File: config.mk
export PLATFORM = sky130hd
export DESIGN_NAME = led_strip_effect_generator
export DESIGN_NICKNAME = d
export VERILOG_FILES = /design/src/hdl/lseg_pkg.sv /design/src/hdl/led_strip_effect_generator.sv
export SDC_FILE = /design/constraint.sdc
export NUM_CORES = 1
export LEC_CHECK = 0
export BUFFER_PORTS_ARGS = -buffer_cell sky130_fd_sc_hd__buf_2
export CORE_MARGIN = 4
export CORE_UTILIZATION = 62
export CTS_CLUSTER_SIZE = 24
export DETAILED_ROUTE_END_ITERATION = 10
export GPL_ROUTABILITY_DRIVEN = 0
export PLACE_DENSITY = 0.8
export SLEW_MARGIN = 10
export SYNTH_ARGS = -nofsm -noshare
export SYNTH_HDL_FRONTEND = slang
export SYNTH_SLANG_ARGS = --single-unit
File: constraint.sdc
create_clock -name clk -period 13.27 [get_ports clk]
set_input_delay 2.654 -clock clk [delete_from_list [all_inputs] [get_ports clk]]
set_output_delay 2.654 -clock clk [all_outputs]
set_load 0.01 [all_outputs]
File: src/hdl/lseg_pkg.sv
// ---------------------------------------------------------------------------
// lseg_pkg
// shared constants for the led strip effect generator: sizes, register
// indexes, effect codes and base colors
// ---------------------------------------------------------------------------
package lseg_pkg;

	localparam int MAX_PIXELS = 64;
	localparam int IDX_W      = $clog2(MAX_PIXELS);
	localparam int CNT_W      = IDX_W + 1;
	localparam int CFG_IDX_W  = 3;
	localparam int CFG_DATA_W = 16;

	localparam logic [CFG_IDX_W-1:0] CFG_PIXEL_COUNT = 3'd0;
	localparam logic [CFG_IDX_W-1:0] CFG_BREATH_INT  = 3'd1;
	localparam logic [CFG_IDX_W-1:0] CFG_BREATH_STEP = 3'd2;
	localparam logic [CFG_IDX_W-1:0] CFG_FLASH_INT   = 3'd3;
	localparam logic [CFG_IDX_W-1:0] CFG_FLOW_INT    = 3'd4;
	localparam logic [CFG_IDX_W-1:0] CFG_HUE_STEP    = 3'd5;
	localparam logic [CFG_IDX_W-1:0] CFG_HUE_SPACING = 3'd6;

	localparam logic [3:0] OP_OFF          = 4'd0;
	localparam logic [3:0] OP_RED          = 4'd1;
	localparam logic [3:0] OP_WHITE        = 4'd2;
	localparam logic [3:0] OP_BLUE         = 4'd3;
	localparam logic [3:0] OP_GREEN        = 4'd4;
	localparam logic [3:0] OP_SEG_RED      = 4'd5;
	localparam logic [3:0] OP_SEG_WHITE    = 4'd6;
	localparam logic [3:0] OP_SEG_GREEN    = 4'd7;
	localparam logic [3:0] OP_FLASH_RED    = 4'd8;
	localparam logic [3:0] OP_FLASH_WHITE  = 4'd9;
	localparam logic [3:0] OP_FLASH_BLUE   = 4'd10;
	localparam logic [3:0] OP_BREATH_RED   = 4'd11;
	localparam logic [3:0] OP_BREATH_WHITE = 4'd12;
	localparam logic [3:0] OP_RAINBOW      = 4'd13;
	localparam logic [3:0] OP_FLOW         = 4'd14;

	localparam logic [23:0] COLOR_BLACK = 24'h000000;
	localparam logic [23:0] COLOR_RED   = 24'hFF0000;
	localparam logic [23:0] COLOR_WHITE = 24'hFFFFFF;
	localparam logic [23:0] COLOR_BLUE  = 24'h0000FF;
	localparam logic [23:0] COLOR_GREEN = 24'h00FF00;

	localparam logic [7:0] WHEEL_SEC1 = 8'd85;
	localparam logic [7:0] WHEEL_SEC2 = 8'd170;

	localparam logic [6:0]  RST_PIXEL_COUNT = 7'd0;
	localparam logic [15:0] RST_BREATH_INT  = 16'd10;
	localparam logic [7:0]  RST_BREATH_STEP = 8'd5;
	localparam logic [15:0] RST_FLASH_INT   = 16'd300;
	localparam logic [15:0] RST_FLOW_INT    = 16'd80;
	localparam logic [7:0]  RST_HUE_STEP    = 8'd8;
	localparam logic [7:0]  RST_HUE_SPACING = 8'd26;

	// three-section color wheel, red to green to blue to red
	function automatic logic [23:0] wheel(input logic [7:0] hue);
		logic [7:0] h;
		logic [7:0] up;
		logic [23:0] c;
		begin
			if (hue < WHEEL_SEC1) begin
				h = hue;
			end else if (hue < WHEEL_SEC2) begin
				h = hue - WHEEL_SEC1;
			end else begin
				h = hue - WHEEL_SEC2;
			end
			up = 8'({h, 1'b0} + {1'b0, h});
			if (hue < WHEEL_SEC1) begin
				c = {8'hFF - up, up, 8'h00};
			end else if (hue < WHEEL_SEC2) begin
				c = {8'h00, 8'hFF - up, up};
			end else begin
				c = {up, 8'h00, 8'hFF - up};
			end
			return c;
		end
	endfunction

	// floor(x / 3) for x below 256, by reciprocal multiply
	function automatic logic [6:0] div3(input logic [7:0] x);
		logic [15:0] p;
		begin
			p = 16'(x) * 16'd171;
			return p[15:9];
		end
	endfunction

endpackage

File: src/hdl/led_strip_effect_generator.sv
// ---------------------------------------------------------------------------
// led_strip_effect_generator
// renders at most one frame of strip pixels per request: solid, segment,
// flash, breathing, rainbow, flow; per-effect but flow shares rainbow's timers
// ---------------------------------------------------------------------------
//  channel  handshake              payload
//  in       in_valid / in_ready    operation, segment, now_ms
//  out      out_valid / out_ready  pixel_index, red, green, blue, last_pixel
//  cfg      cfg_we                 cfg_index, cfg_data
//
//  the request is registered in idle, the update state does the timer compare
//  and effect state update, then the pixel sequencer emits one pixel per cycle
//  while out_ready allows; nothing is emitted if the timer has not fired
//  in_ready is high only while the sequencer is idle
//  reset restores register defaults and clears all effect state, no sweep
// ---------------------------------------------------------------------------
module led_strip_effect_generator (
	input  logic                                clk,
	input  logic                                arst_n,
	input  logic                                in_valid,
	output logic                                in_ready,
	input  logic [3:0]                          operation,
	input  logic [1:0]                          segment,
	input  logic [31:0]                         now_ms,
	output logic                                out_valid,
	input  logic                                out_ready,
	output logic [lseg_pkg::IDX_W-1:0]          pixel_index,
	output logic [7:0]                          red,
	output logic [7:0]                          green,
	output logic [7:0]                          blue,
	output logic                                last_pixel,
	input  logic                                cfg_we,
	input  logic [lseg_pkg::CFG_IDX_W-1:0]      cfg_index,
	input  logic [lseg_pkg::CFG_DATA_W-1:0]     cfg_data
);

	typedef enum logic [1:0] {
		ST_IDLE,
		ST_UPDATE,
		ST_EMIT
	} state_t;

	localparam logic [lseg_pkg::CNT_W-1:0] CNT_ONE = lseg_pkg::CNT_W'(1);

	state_t st_q;

	logic [6:0]  pixel_count_q;
	logic [15:0] breath_int_q;
	logic [7:0]  breath_step_q;
	logic [15:0] flash_int_q;
	logic [15:0] flow_int_q;
	logic [7:0]  hue_step_q;
	logic [7:0]  hue_spacing_q;

	logic [31:0] rb_time_q;
	logic [7:0]  rb_level_q;
	logic        rb_rising_q;
	logic [31:0] wb_time_q;
	logic [7:0]  wb_level_q;
	logic        wb_rising_q;
	logic [31:0] rf_time_q;
	logic        rf_lit_q;
	logic [31:0] wf_time_q;
	logic        wf_lit_q;
	logic [31:0] bf_time_q;
	logic        bf_lit_q;
	logic [31:0] rainbow_time_q;
	logic [7:0]  rainbow_hue_q;

	logic [3:0]  op_q;
	logic [1:0]  seg_q;
	logic [31:0] now_q;

	logic [lseg_pkg::CNT_W-1:0] n_q;
	logic [lseg_pkg::CNT_W-1:0] lo_q;
	logic [lseg_pkg::CNT_W-1:0] hi_q;
	logic [23:0]                color_q;
	logic                       flow_q;
	logic [7:0]                 hue_q;
	logic [lseg_pkg::IDX_W-1:0] idx_q;

	logic                       out_valid_q;
	logic [lseg_pkg::IDX_W-1:0] pixel_index_q;
	logic [23:0]                rgb_q;
	logic                       last_q;

	// request decode and timer compare
	logic [lseg_pkg::CNT_W-1:0] n_w;
	logic [lseg_pkg::CNT_W-1:0] seg_lo_w;
	logic [lseg_pkg::CNT_W-1:0] seg_hi_w;
	logic [31:0]                stored_w;
	logic [15:0]                interval_w;
	logic [31:0]                diff_w;
	logic                       fire_w;
	logic [7:0]                 lvl_w;
	logic                       rising_w;
	logic signed [9:0]          v_w;
	logic [7:0]                 lvl_new_w;
	logic                       rising_new_w;
	logic [7:0]                 hue_new_w;
	logic                       go_w;
	logic [23:0]                color_w;
	logic [lseg_pkg::CNT_W-1:0] lo_w;
	logic [lseg_pkg::CNT_W-1:0] hi_w;
	logic                       flow_w;

	// pixel datapath
	logic                       pix_in_w;
	logic                       pix_last_w;
	logic [23:0]                pix_rgb_w;
	logic                       load_w;

	always_comb begin
		n_w = (pixel_count_q > lseg_pkg::CNT_W'(lseg_pkg::MAX_PIXELS)) ?
			lseg_pkg::CNT_W'(lseg_pkg::MAX_PIXELS) : pixel_count_q;
		seg_lo_w = '0;
		seg_hi_w = n_w;
		if (seg_q != 2'd0) begin
			seg_lo_w = lseg_pkg::div3(8'(2'(seg_q - 2'd1)) * 8'(n_w));
			seg_hi_w = (seg_q == 2'd3) ? n_w : lseg_pkg::div3(8'(seg_q) * 8'(n_w));
		end

		case (op_q)
			lseg_pkg::OP_FLASH_RED: begin
				stored_w = rf_time_q;
				interval_w = flash_int_q;
			end
			lseg_pkg::OP_FLASH_WHITE: begin
				stored_w = wf_time_q;
				interval_w = flash_int_q;
			end
			lseg_pkg::OP_FLASH_BLUE: begin
				stored_w = bf_time_q;
				interval_w = flash_int_q;
			end
			lseg_pkg::OP_BREATH_RED: begin
				stored_w = rb_time_q;
				interval_w = breath_int_q;
			end
			lseg_pkg::OP_BREATH_WHITE: begin
				stored_w = wb_time_q;
				interval_w = breath_int_q;
			end
			default: begin
				stored_w = rainbow_time_q;
				interval_w = flow_int_q;
			end
		endcase
		diff_w = now_q - stored_w;
		fire_w = (stored_w == 32'd0) || (diff_w >= {16'd0, interval_w});

		lvl_w = (op_q == lseg_pkg::OP_BREATH_WHITE) ? wb_level_q : rb_level_q;
		rising_w = (op_q == lseg_pkg::OP_BREATH_WHITE) ? wb_rising_q : rb_rising_q;
		if (rising_w) begin
			v_w = $signed({2'b00, lvl_w}) + $signed({2'b00, breath_step_q});
		end else begin
			v_w = $signed({2'b00, lvl_w}) - $signed({2'b00, breath_step_q});
		end
		if (v_w >= 10'sd255) begin
			lvl_new_w = 8'hFF;
			rising_new_w = 1'b0;
		end else if (v_w <= 10'sd0) begin
			lvl_new_w = 8'h00;
			rising_new_w = 1'b1;
		end else begin
			lvl_new_w = v_w[7:0];
			rising_new_w = rising_w;
		end

		hue_new_w = rainbow_hue_q + hue_step_q;

		go_w = 1'b0;
		color_w = lseg_pkg::COLOR_BLACK;
		lo_w = '0;
		hi_w = n_w;
		flow_w = 1'b0;
		case (op_q)
			lseg_pkg::OP_OFF: begin
				go_w = 1'b1;
			end
			lseg_pkg::OP_RED: begin
				go_w = 1'b1;
				color_w = lseg_pkg::COLOR_RED;
			end
			lseg_pkg::OP_WHITE: begin
				go_w = 1'b1;
				color_w = lseg_pkg::COLOR_WHITE;
			end
			lseg_pkg::OP_BLUE: begin
				go_w = 1'b1;
				color_w = lseg_pkg::COLOR_BLUE;
			end
			lseg_pkg::OP_GREEN: begin
				go_w = 1'b1;
				color_w = lseg_pkg::COLOR_GREEN;
			end
			lseg_pkg::OP_SEG_RED: begin
				go_w = 1'b1;
				color_w = lseg_pkg::COLOR_RED;
				lo_w = seg_lo_w;
				hi_w = seg_hi_w;
			end
			lseg_pkg::OP_SEG_WHITE: begin
				go_w = 1'b1;
				color_w = lseg_pkg::COLOR_WHITE;
				lo_w = seg_lo_w;
				hi_w = seg_hi_w;
			end
			lseg_pkg::OP_SEG_GREEN: begin
				go_w = 1'b1;
				color_w = lseg_pkg::COLOR_GREEN;
				lo_w = seg_lo_w;
				hi_w = seg_hi_w;
			end
			lseg_pkg::OP_FLASH_RED: begin
				go_w = fire_w;
				color_w = rf_lit_q ? lseg_pkg::COLOR_BLACK : lseg_pkg::COLOR_RED;
				lo_w = seg_lo_w;
				hi_w = seg_hi_w;
			end
			lseg_pkg::OP_FLASH_WHITE: begin
				go_w = fire_w;
				color_w = wf_lit_q ? lseg_pkg::COLOR_BLACK : lseg_pkg::COLOR_WHITE;
			end
			lseg_pkg::OP_FLASH_BLUE: begin
				go_w = fire_w;
				color_w = bf_lit_q ? lseg_pkg::COLOR_BLACK : lseg_pkg::COLOR_BLUE;
			end
			lseg_pkg::OP_BREATH_RED: begin
				go_w = fire_w;
				color_w = {lvl_new_w, 16'h0000};
			end
			lseg_pkg::OP_BREATH_WHITE: begin
				go_w = fire_w;
				color_w = {lvl_new_w, lvl_new_w, lvl_new_w};
				lo_w = seg_lo_w;
				hi_w = seg_hi_w;
			end
			lseg_pkg::OP_RAINBOW: begin
				go_w = fire_w;
				color_w = lseg_pkg::wheel(hue_new_w);
			end
			lseg_pkg::OP_FLOW: begin
				go_w = fire_w;
				flow_w = 1'b1;
			end
			default: begin
				go_w = 1'b0;
			end
		endcase
		if (n_w == 0) begin
			go_w = 1'b0;
		end
	end

	always_comb begin
		pix_in_w = ({1'b0, idx_q} >= lo_q) && ({1'b0, idx_q} < hi_q);
		pix_last_w = (CNT_ONE + {1'b0, idx_q}) == n_q;
		if (flow_q) begin
			pix_rgb_w = lseg_pkg::wheel(hue_q);
		end else begin
			pix_rgb_w = pix_in_w ? color_q : lseg_pkg::COLOR_BLACK;
		end
		load_w = (st_q == ST_EMIT) && (!out_valid_q || out_ready);
	end

	always_ff @(posedge clk or negedge arst_n) begin
		if (!arst_n) begin
			pixel_count_q <= lseg_pkg::RST_PIXEL_COUNT;
			breath_int_q <= lseg_pkg::RST_BREATH_INT;
			breath_step_q <= lseg_pkg::RST_BREATH_STEP;
			flash_int_q <= lseg_pkg::RST_FLASH_INT;
			flow_int_q <= lseg_pkg::RST_FLOW_INT;
			hue_step_q <= lseg_pkg::RST_HUE_STEP;
			hue_spacing_q <= lseg_pkg::RST_HUE_SPACING;
		end else if (cfg_we) begin
			case (cfg_index)
				lseg_pkg::CFG_PIXEL_COUNT: pixel_count_q <= cfg_data[6:0];
				lseg_pkg::CFG_BREATH_INT:  breath_int_q <= cfg_data;
				lseg_pkg::CFG_BREATH_STEP: breath_step_q <= cfg_data[7:0];
				lseg_pkg::CFG_FLASH_INT:   flash_int_q <= cfg_data;
				lseg_pkg::CFG_FLOW_INT:    flow_int_q <= cfg_data;
				lseg_pkg::CFG_HUE_STEP:    hue_step_q <= cfg_data[7:0];
				lseg_pkg::CFG_HUE_SPACING: hue_spacing_q <= cfg_data[7:0];
				default: begin
				end
			endcase
		end
	end

	always_ff @(posedge clk or negedge arst_n) begin
		if (!arst_n) begin
			st_q <= ST_IDLE;
			rb_time_q <= '0;
			rb_level_q <= '0;
			rb_rising_q <= 1'b1;
			wb_time_q <= '0;
			wb_level_q <= '0;
			wb_rising_q <= 1'b1;
			rf_time_q <= '0;
			rf_lit_q <= 1'b0;
			wf_time_q <= '0;
			wf_lit_q <= 1'b0;
			bf_time_q <= '0;
			bf_lit_q <= 1'b0;
			rainbow_time_q <= '0;
			rainbow_hue_q <= '0;
			op_q <= lseg_pkg::OP_OFF;
			seg_q <= '0;
			now_q <= '0;
			n_q <= '0;
			lo_q <= '0;
			hi_q <= '0;
			color_q <= lseg_pkg::COLOR_BLACK;
			flow_q <= 1'b0;
			hue_q <= '0;
			idx_q <= '0;
			out_valid_q <= 1'b0;
			pixel_index_q <= '0;
			rgb_q <= lseg_pkg::COLOR_BLACK;
			last_q <= 1'b0;
		end else begin
			if (out_ready && !load_w) begin
				out_valid_q <= 1'b0;
			end
			case (st_q)
				ST_IDLE: begin
					if (in_valid) begin
						op_q <= operation;
						seg_q <= segment;
						now_q <= now_ms;
						st_q <= ST_UPDATE;
					end
				end
				ST_UPDATE: begin
					n_q <= n_w;
					lo_q <= lo_w;
					hi_q <= hi_w;
					color_q <= color_w;
					flow_q <= flow_w;
					hue_q <= hue_new_w;
					idx_q <= '0;
					st_q <= go_w ? ST_EMIT : ST_IDLE;
					if (go_w) begin
						case (op_q)
							lseg_pkg::OP_FLASH_RED: begin
								rf_time_q <= now_q;
								rf_lit_q <= !rf_lit_q;
							end
							lseg_pkg::OP_FLASH_WHITE: begin
								wf_time_q <= now_q;
								wf_lit_q <= !wf_lit_q;
							end
							lseg_pkg::OP_FLASH_BLUE: begin
								bf_time_q <= now_q;
								bf_lit_q <= !bf_lit_q;
							end
							lseg_pkg::OP_BREATH_RED: begin
								rb_time_q <= now_q;
								rb_level_q <= lvl_new_w;
								rb_rising_q <= rising_new_w;
							end
							lseg_pkg::OP_BREATH_WHITE: begin
								wb_time_q <= now_q;
								wb_level_q <= lvl_new_w;
								wb_rising_q <= rising_new_w;
							end
							lseg_pkg::OP_RAINBOW, lseg_pkg::OP_FLOW: begin
								rainbow_time_q <= now_q;
								rainbow_hue_q <= hue_new_w;
							end
							default: begin
							end
						endcase
					end
				end
				ST_EMIT: begin
					if (load_w) begin
						out_valid_q <= 1'b1;
						pixel_index_q <= idx_q;
						rgb_q <= pix_rgb_w;
						last_q <= pix_last_w;
						idx_q <= idx_q + 1'b1;
						hue_q <= hue_q + hue_spacing_q;
						if (pix_last_w) begin
							st_q <= ST_IDLE;
						end
					end
				end
				default: begin
					st_q <= ST_IDLE;
				end
			endcase
		end
	end

	assign in_ready = (st_q == ST_IDLE);
	assign out_valid = out_valid_q;
	assign pixel_index = pixel_index_q;
	assign red = rgb_q[23:16];
	assign green = rgb_q[15:8];
	assign blue = rgb_q[7:0];
	assign last_pixel = last_q;

`ifndef SYNTH
	a_emit_in_range: assert property (@(posedge clk) disable iff (!arst_n)
		(st_q == ST_EMIT) |-> ({1'b0, idx_q} < n_q))
		else $error("pixel counter beyond frame length");

	a_request_to_update: assert property (@(posedge clk) disable iff (!arst_n)
		(in_valid && in_ready) |=> (st_q == ST_UPDATE))
		else $error("accepted request did not start an update");

	a_update_one_cycle: assert property (@(posedge clk) disable iff (!arst_n)
		(st_q == ST_UPDATE) |=> (st_q != ST_UPDATE) && !in_ready ||
			(st_q == ST_IDLE))
		else $error("update lasted more than one cycle");

	a_no_ready_while_emitting: assert property (@(posedge clk) disable iff (!arst_n)
		(st_q == ST_EMIT) |-> !in_ready)
		else $error("request accepted during pixel emission");
`endif

endmodule
==> results of run 1 <==
[per-layer routing]
| layer | vias up | wire, um | track usage, % |
|---|---|---|---|
| li1 | 9496 | - | - |
| met1 | 10600 | 28700 | 38.8 |
| met2 | 929 | 35500 | 51.6 |
| met3 | 224 | 5170 | 4.53 |
| met4 | 0 | 3760 | 15.3 |
| met5 | - | 0 | 0 |
[worst max-delay path, stage by stage (launching register included)]
cell and delay [ns]:
dfrtp_2 0.58, buf_4 0.36, o21ai_1 0.36, nand2_1 0.40
a221oi_1 0.70, inv_1 0.10, ha_1 0.25, fa_1 0.42
nor2b_1 0.19, o31a_1 0.17, o2111a_1 0.20, o21ai_1 0.09
a21o_1 0.31, nand2_1 0.15, a31oi_1 0.11, xnor2_1 0.14
ha_1 0.30, nor2b_1 0.13, o21ai_0 0.16, o2111ai_1 0.13
a311o_1 0.28, nor4_1 0.17, nand4_1 0.18, a2111oi_4 0.26
nand4_4 0.30, nand2_2 0.99, mux2_1 0.41
[logic make-up (layout without fill, tap and decap cells)]
| kind of cell | Yosys count | count (layout) | synth area share (%) |
|---|---|---|---|
| other | 0 | 2 | 0 |
| adder cells (fa/ha/maj) | 273 | 273 | 13.2 |
| flip-flops | 432 | 432 | 39.2 |
| buffers and inverters | 295 | 373 | 4.60 |
| AO/OA/AOI/OAI | 604 | 604 | 15.5 |
| XOR/XNOR | 93 | 93 | 2.95 |
| AND/OR/NAND/NOR | 505 | 505 | 9.03 |
| multiplexers | 382 | 382 | 15.5 |
[layout make-up]
type                    instances  area (um2)  share of cell area (%)
multi-input cells            1857       15600                    51.7
flip-flops and latches        432       10800                    36.0
clock buffers                  67        1360                    4.52
well taps                     592         741                    2.46
repair buffers                119         681                    2.26
inverters                     170         638                    2.12
clock inverters                17         268                   0.890
diodes                          2        5.00                  0.0166
[registers in the layout (all words and copies together) (netlist names), 16 cells and up]
signal,cells
now_q,32
color_q,24
rainbow_time_q,32
bf_time_q,32
rf_time_q,32
wf_time_q,32
wb_time_q,32
rb_time_q,32
flow_int_q,16
breath_int_q,16
rgb_q,24
flash_int_q,16
[layout by cell type (no fill, tap or decap), drive strengths merged, types with 24 or more instances in the layout]
master and n:
a21o 49, a21oi 120, a221oi 49, buf 119, clkbuf 67, dfrtp 416
fa 33, ha 239, inv 170, mux2 326, mux2i 53, nand2 153
nand2b 43, nand3 36, nor2 139, o21ai 133, o21bai 24, xnor2 64
xor2 29
[through the flow]
stage | hold slack [ns] | util (%) | setup slack [ns] | area (um2)
6_report | 0.474 | 68.2 | 5.26 | 30100
5_1_grt | 0.492 | 68.2 | 4.79 | 30100
4_1_cts | 0.478 | 68.2 | 5.43 | 30100
3_5_place_dp | 0.461 | 64.5 | 5.49 | 28500
3_3_place_gp | 0.456 | 64.5 | 5.66 | 28500
2_1_floorplan | 0.441 | - | 7.04 | 27600
[worst max path at each step]
stage	start	to	slack (ns)	cells past startpoint
CTS	op_q[1]$_DFFE_PN0P_	wb_time_q[13]$_DFFE_PN0P_	5.43	26
global placement	op_q[1]$_DFFE_PN0P_	wb_time_q[16]$_DFFE_PN0P_	5.66	25
detailed placement	op_q[1]$_DFFE_PN0P_	wb_time_q[30]$_DFFE_PN0P_	5.49	26
global route	op_q[1]$_DFFE_PN0P_	wb_time_q[21]$_DFFE_PN0P_	4.79	26
finish	op_q[1]$_DFFE_PN0P_	wb_time_q[16]$_DFFE_PN0P_	5.26	26
floorplan	op_q[0]$_DFFE_PN0P_	rf_time_q[22]$_DFFE_PN0P_	7.04	31
==> qor.txt, run 1 <==
CTS sink cnt -> 432
post-placement cell count -> 3170
final WL -> 73.1 mm
Worst slew margin -> 17.8%
Die Y -> 219 um
initial antenna violation count -> 1
GR Util All Layers -> 30.6%
Vias -> 21300
Netlist Area Pre-Place -> 27600 um2
Finish-stage setup viols -> 0
first-pass iteration count of the detailed router -> 9
Die ar. -> 48000 um2
Worst Hold Launch -> pixel_index[3]$_DFFE_PN0P_
# hold bufs at CTS -> 0
DRT iter0 DRCs -> 2031
count of different cell masters after synthesis -> 96
share of layout cells above drive strength 1 -> 14.3%
Worst Hold Path EP -> pixel_index[3]$_DFFE_PN0P_
setup_tns -> 0 ns
status -> completed
startpoint types -> flop
Synth Register Bits -> 432
Hold Vio Cnt, Final -> 0
IO buf count -> 94
period utilization -> 60.3%
Worst Hold Path Cells -> 2
measured slew at the worst slew-check pin -> 1.23 ns
Area Overhead vs Synth -> 8.88%
minimum clock period -> 8.01 ns
Max Clk Rate -> 125 MHz
Post-CTS Setup Repair Bufs -> 0
critical path required time -> 13.73 ns
starting density of the core -> 62.6%
first-pass GRT wire length -> 118 mm
Top FF cell, synth -> dfrtp_1
largest net degree at the start of global routing -> 194
sequential share of the synthesized area -> 39.2%
Max Cap Violations -> 0
I/O pin count -> 95
worst r2r src -> op_q[1]$_DFFE_PN0P_
cts bufs inserted -> 46
H-tree levels -> 2
Setup CP Type -> reg -> reg
most common cell in the synthesized netlist -> dfrtp_1
# DRC -> 0
Clock Tree Buf Depth -> 3
top cell type by total area after synthesis -> dfrtp_1
Fin Clk Skew -> 0.0322 ns
layout net count -> 2960
Synth Instances -> 2584
Rows -> 77
worst min path class -> reg -> reg
vias in the first global route -> 21900
flop2flop setup slack -> 5.26 ns
Post-DP HPWL -> 51.3 mm
Die Span X -> 219 um
fillers -> 3295
Final Non-Filler Cells -> 3256
Worst R2R Path Depth -> 26
grt total ovfl -> 0
Yosys warning total -> 0
Post-synth top cells -> dfrtp_1, ha_1, mux2_1
asr flop ratio synth -> 100%
Synth area leaders -> dfrtp_1, ha_1, mux2_1, mux2_2, fa_1
mean number of vias per cell -> 6.53
Slew Limit Fails -> 0
Post-CTS Resized -> 0
EDFF count, synth -> 0
worst skew pair latency -> 0.60 ns
Core ar. -> 44100 um2
FF-to-FF End -> wb_time_q[16]$_DFFE_PN0P_
Worst Setup End Kind -> flop
top-area cell type share of the netlist area -> 37.7%
wire length per cell -> 22.5 um
CTS root buf -> clkbuf_16
DRT antenna net count -> 0
RSZ-0062 raised after global routing -> false
Mapped Nets -> 2918
Worst EP arrival -> 8.47 ns
CTS tree -> done
crit-path max FO -> 40
Reg clk slew, reported paths -> 0.06 ns
syn avg cell area -> 10.7 um2
Power of run 1 is left out: the tool's default activity adds up to more than one toggle a clock period on the data nets, which glitch-free logic cannot reach.
==> run 2: changes to the inputs <==
==> constraint.sdc (replaced) <==
create_clock -name clk -period 8.2 [get_ports clk]
set_input_delay 1.64 -clock clk [delete_from_list [all_inputs] [get_ports clk]]
set_output_delay 1.64 -clock clk [all_outputs]
set_load 0.01 [all_outputs]
==> qor.txt, run 2 (synthesized netlist as in run 1, its figures left out) <==
post-placement cell count -> 3185 (+0.47%)
antenna cells -> 0 (-2)
Worst Setup End Kind -> flop
WHS -> 0.468 ns (-0.00528 ns)
first-pass GRT wire length -> 117 mm (-0.62%)
CTS tree -> done
mean number of vias per cell -> 6.52 (-0.14%)
Clock Tree Buf Depth -> 3 (unchanged)
Post-DP HPWL -> 51.5 mm (+0.23%)
Worst EP arrival -> 7.98 ns (-0.49 ns)
RSZ-0062 raised after global routing -> false
crit-path max FO -> 34 (-15%)
Final Non-Filler Cells -> 3270 (+0.43%)
initial antenna violation count -> 0 (-1)
layout net count -> 2975 (+0.51%)
met3 wire length -> 4.52 mm (-13%)
Die ar. -> 48000 um2 (unchanged)
Finish-stage setup viols -> 0 (unchanged)
CTS sink cnt -> 432 (unchanged)
H-tree levels -> 2 (unchanged)
Max Cap Violations -> 0 (unchanged)
cts bufs inserted -> 46 (unchanged)
slowest cell on the critical path -> nor2b_1
setup_tns -> 0 ns (unchanged)
starting density of the core -> 62.6% (unchanged)
DRT iter0 DRCs -> 2247 (+11%)
final WL -> 72.3 mm (-1.1%)
wire length per cell -> 22.1 um (-1.5%)
Slew Limit Fails -> 0 (unchanged)
Rows -> 77 (unchanged)
Setup CP Type -> reg -> reg
Post-CTS Setup Repair Bufs -> 0 (unchanged)
Post-CTS Resized -> 0 (unchanged)
Fin Clk Skew -> 0.0176 ns (-0.0146 ns)
Max Clk Rate -> 133 MHz (+6.6%)
Hold Vio Cnt, Final -> 0 (unchanged)
Area Overhead vs Synth -> 9.40%
worst min path class -> reg -> reg
first-pass iteration count of the detailed router -> 8 (-1)
period utilization -> 91.6% (+31 points)
I/O pin count -> 95 (unchanged)
# hold bufs at CTS -> 0 (unchanged)
measured slew at the worst slew-check pin -> 1.08 ns (-0.153 ns)
# DRC -> 0 (unchanged)
worst skew pair latency -> 0.60 ns (about the same)
status -> completed
Reg clk slew, reported paths -> 0.06 ns (about the same)
Crit path largest cell delay -> 0.85 ns (-0.14 ns)
GR Util All Layers -> 30.4% (-0.25 points)
Die Span X -> 219 um (unchanged)
largest net degree at the start of global routing -> 158 (-19%)
IO buf count -> 94 (unchanged)
highest metal used -> met4
Die Y -> 219 um (unchanged)
grt total ovfl -> 0 (unchanged)
Worst slew margin -> 28.0% (+10 points)
DRT antenna net count -> 0 (unchanged)
startpoint types -> flop
share of layout cells above drive strength 1 -> 14.7% (+0.44 points)
Met2 Wirelength -> 35.6 mm (+0.26%)
most frequent cells in the layout -> dfrtp_1, ha_1, mux2_1
minimum clock period -> 7.51 ns (-0.499 ns)
met1 WL -> 28.7 mm (about the same)
CTS root buf -> clkbuf_16
most common cell after layout, fill and taps aside -> dfrtp_1
vias in the first global route -> 21800 (-0.46%)
Vias -> 21300 (+0.29%)
Core ar. -> 44100 um2 (unchanged)
critical path required time -> 8.67 ns (-5.06 ns)
critical path's most frequent cell -> a21oi_1
[run 2: metal layers]
layer	vias to the layer above	GRT usage, %
met5	-	0
met4	0	14.1
met3	214	3.34
met2	919	52.3
met1	10700	38.7
li1	9530	-
[run 2: worst paths after layout]
| path | startpoint | endpoint | slack (ns) | cells past startpoint |
|---|---|---|---|---|
| max | op_q[0]$_DFFE_PN0P_ | wb_time_q[29]$_DFFE_PN0P_ | 0.69 | 27 |
| min | rgb_q[8]$_DFFE_PN0P_ | rgb_q[8]$_DFFE_PN0P_ | 0.47 | 2 |
| max reg2reg | op_q[0]$_DFFE_PN0P_ | wb_time_q[29]$_DFFE_PN0P_ | 0.69 | 27 |
| min reg2reg | rgb_q[8]$_DFFE_PN0P_ | rgb_q[8]$_DFFE_PN0P_ | 0.47 | 2 |
| max in group asynchronous | arst_n | rf_time_q[25]$_DFFE_PN0P_ | 5.64 | 2 |
| min in group asynchronous | arst_n | rgb_q[17]$_DFFE_PN0P_ | 1.13 | 1 |
[run 2: metrics by stage]
stage / util, % / setup WS [ns] / instance area [um2]
6_report: 68.5 / 0.692 / 30200
5_1_grt: 68.5 / 0.357 / 30200
4_1_cts: 68.5 / 0.787 / 30200
3_5_place_dp: 64.9 / 0.873 / 28600
3_3_place_gp: 64.9 / 1.11 / 28600
2_1_floorplan: - / 1.97 / 27600
[run 2: cell type report]
cell class / instances / area [um2]
fill: 3304 / 13900
clock inverter: 19 / 275
clock buffer: 66 / 1330
tap: 592 / 741
inverter: 170 / 638
sequential: 432 / 10800
timing repair buffer: 134 / 856
multi-input combinational: 1857 / 15600
[run 2: worst max-delay path, delay by kind of cell (launching register included)]
family	cells	cell delay (ns)
xor gates and xnor gates	1	0.14
adders and majority gates	2	0.59
DFF	1	0.53
AOI/OAI and AO/OA	11	2.60
buffers and inverters	3	0.58
muxes	1	0.34
and+or+nand+nor	9	2.56
Power of run 2 is left out for the same reason.
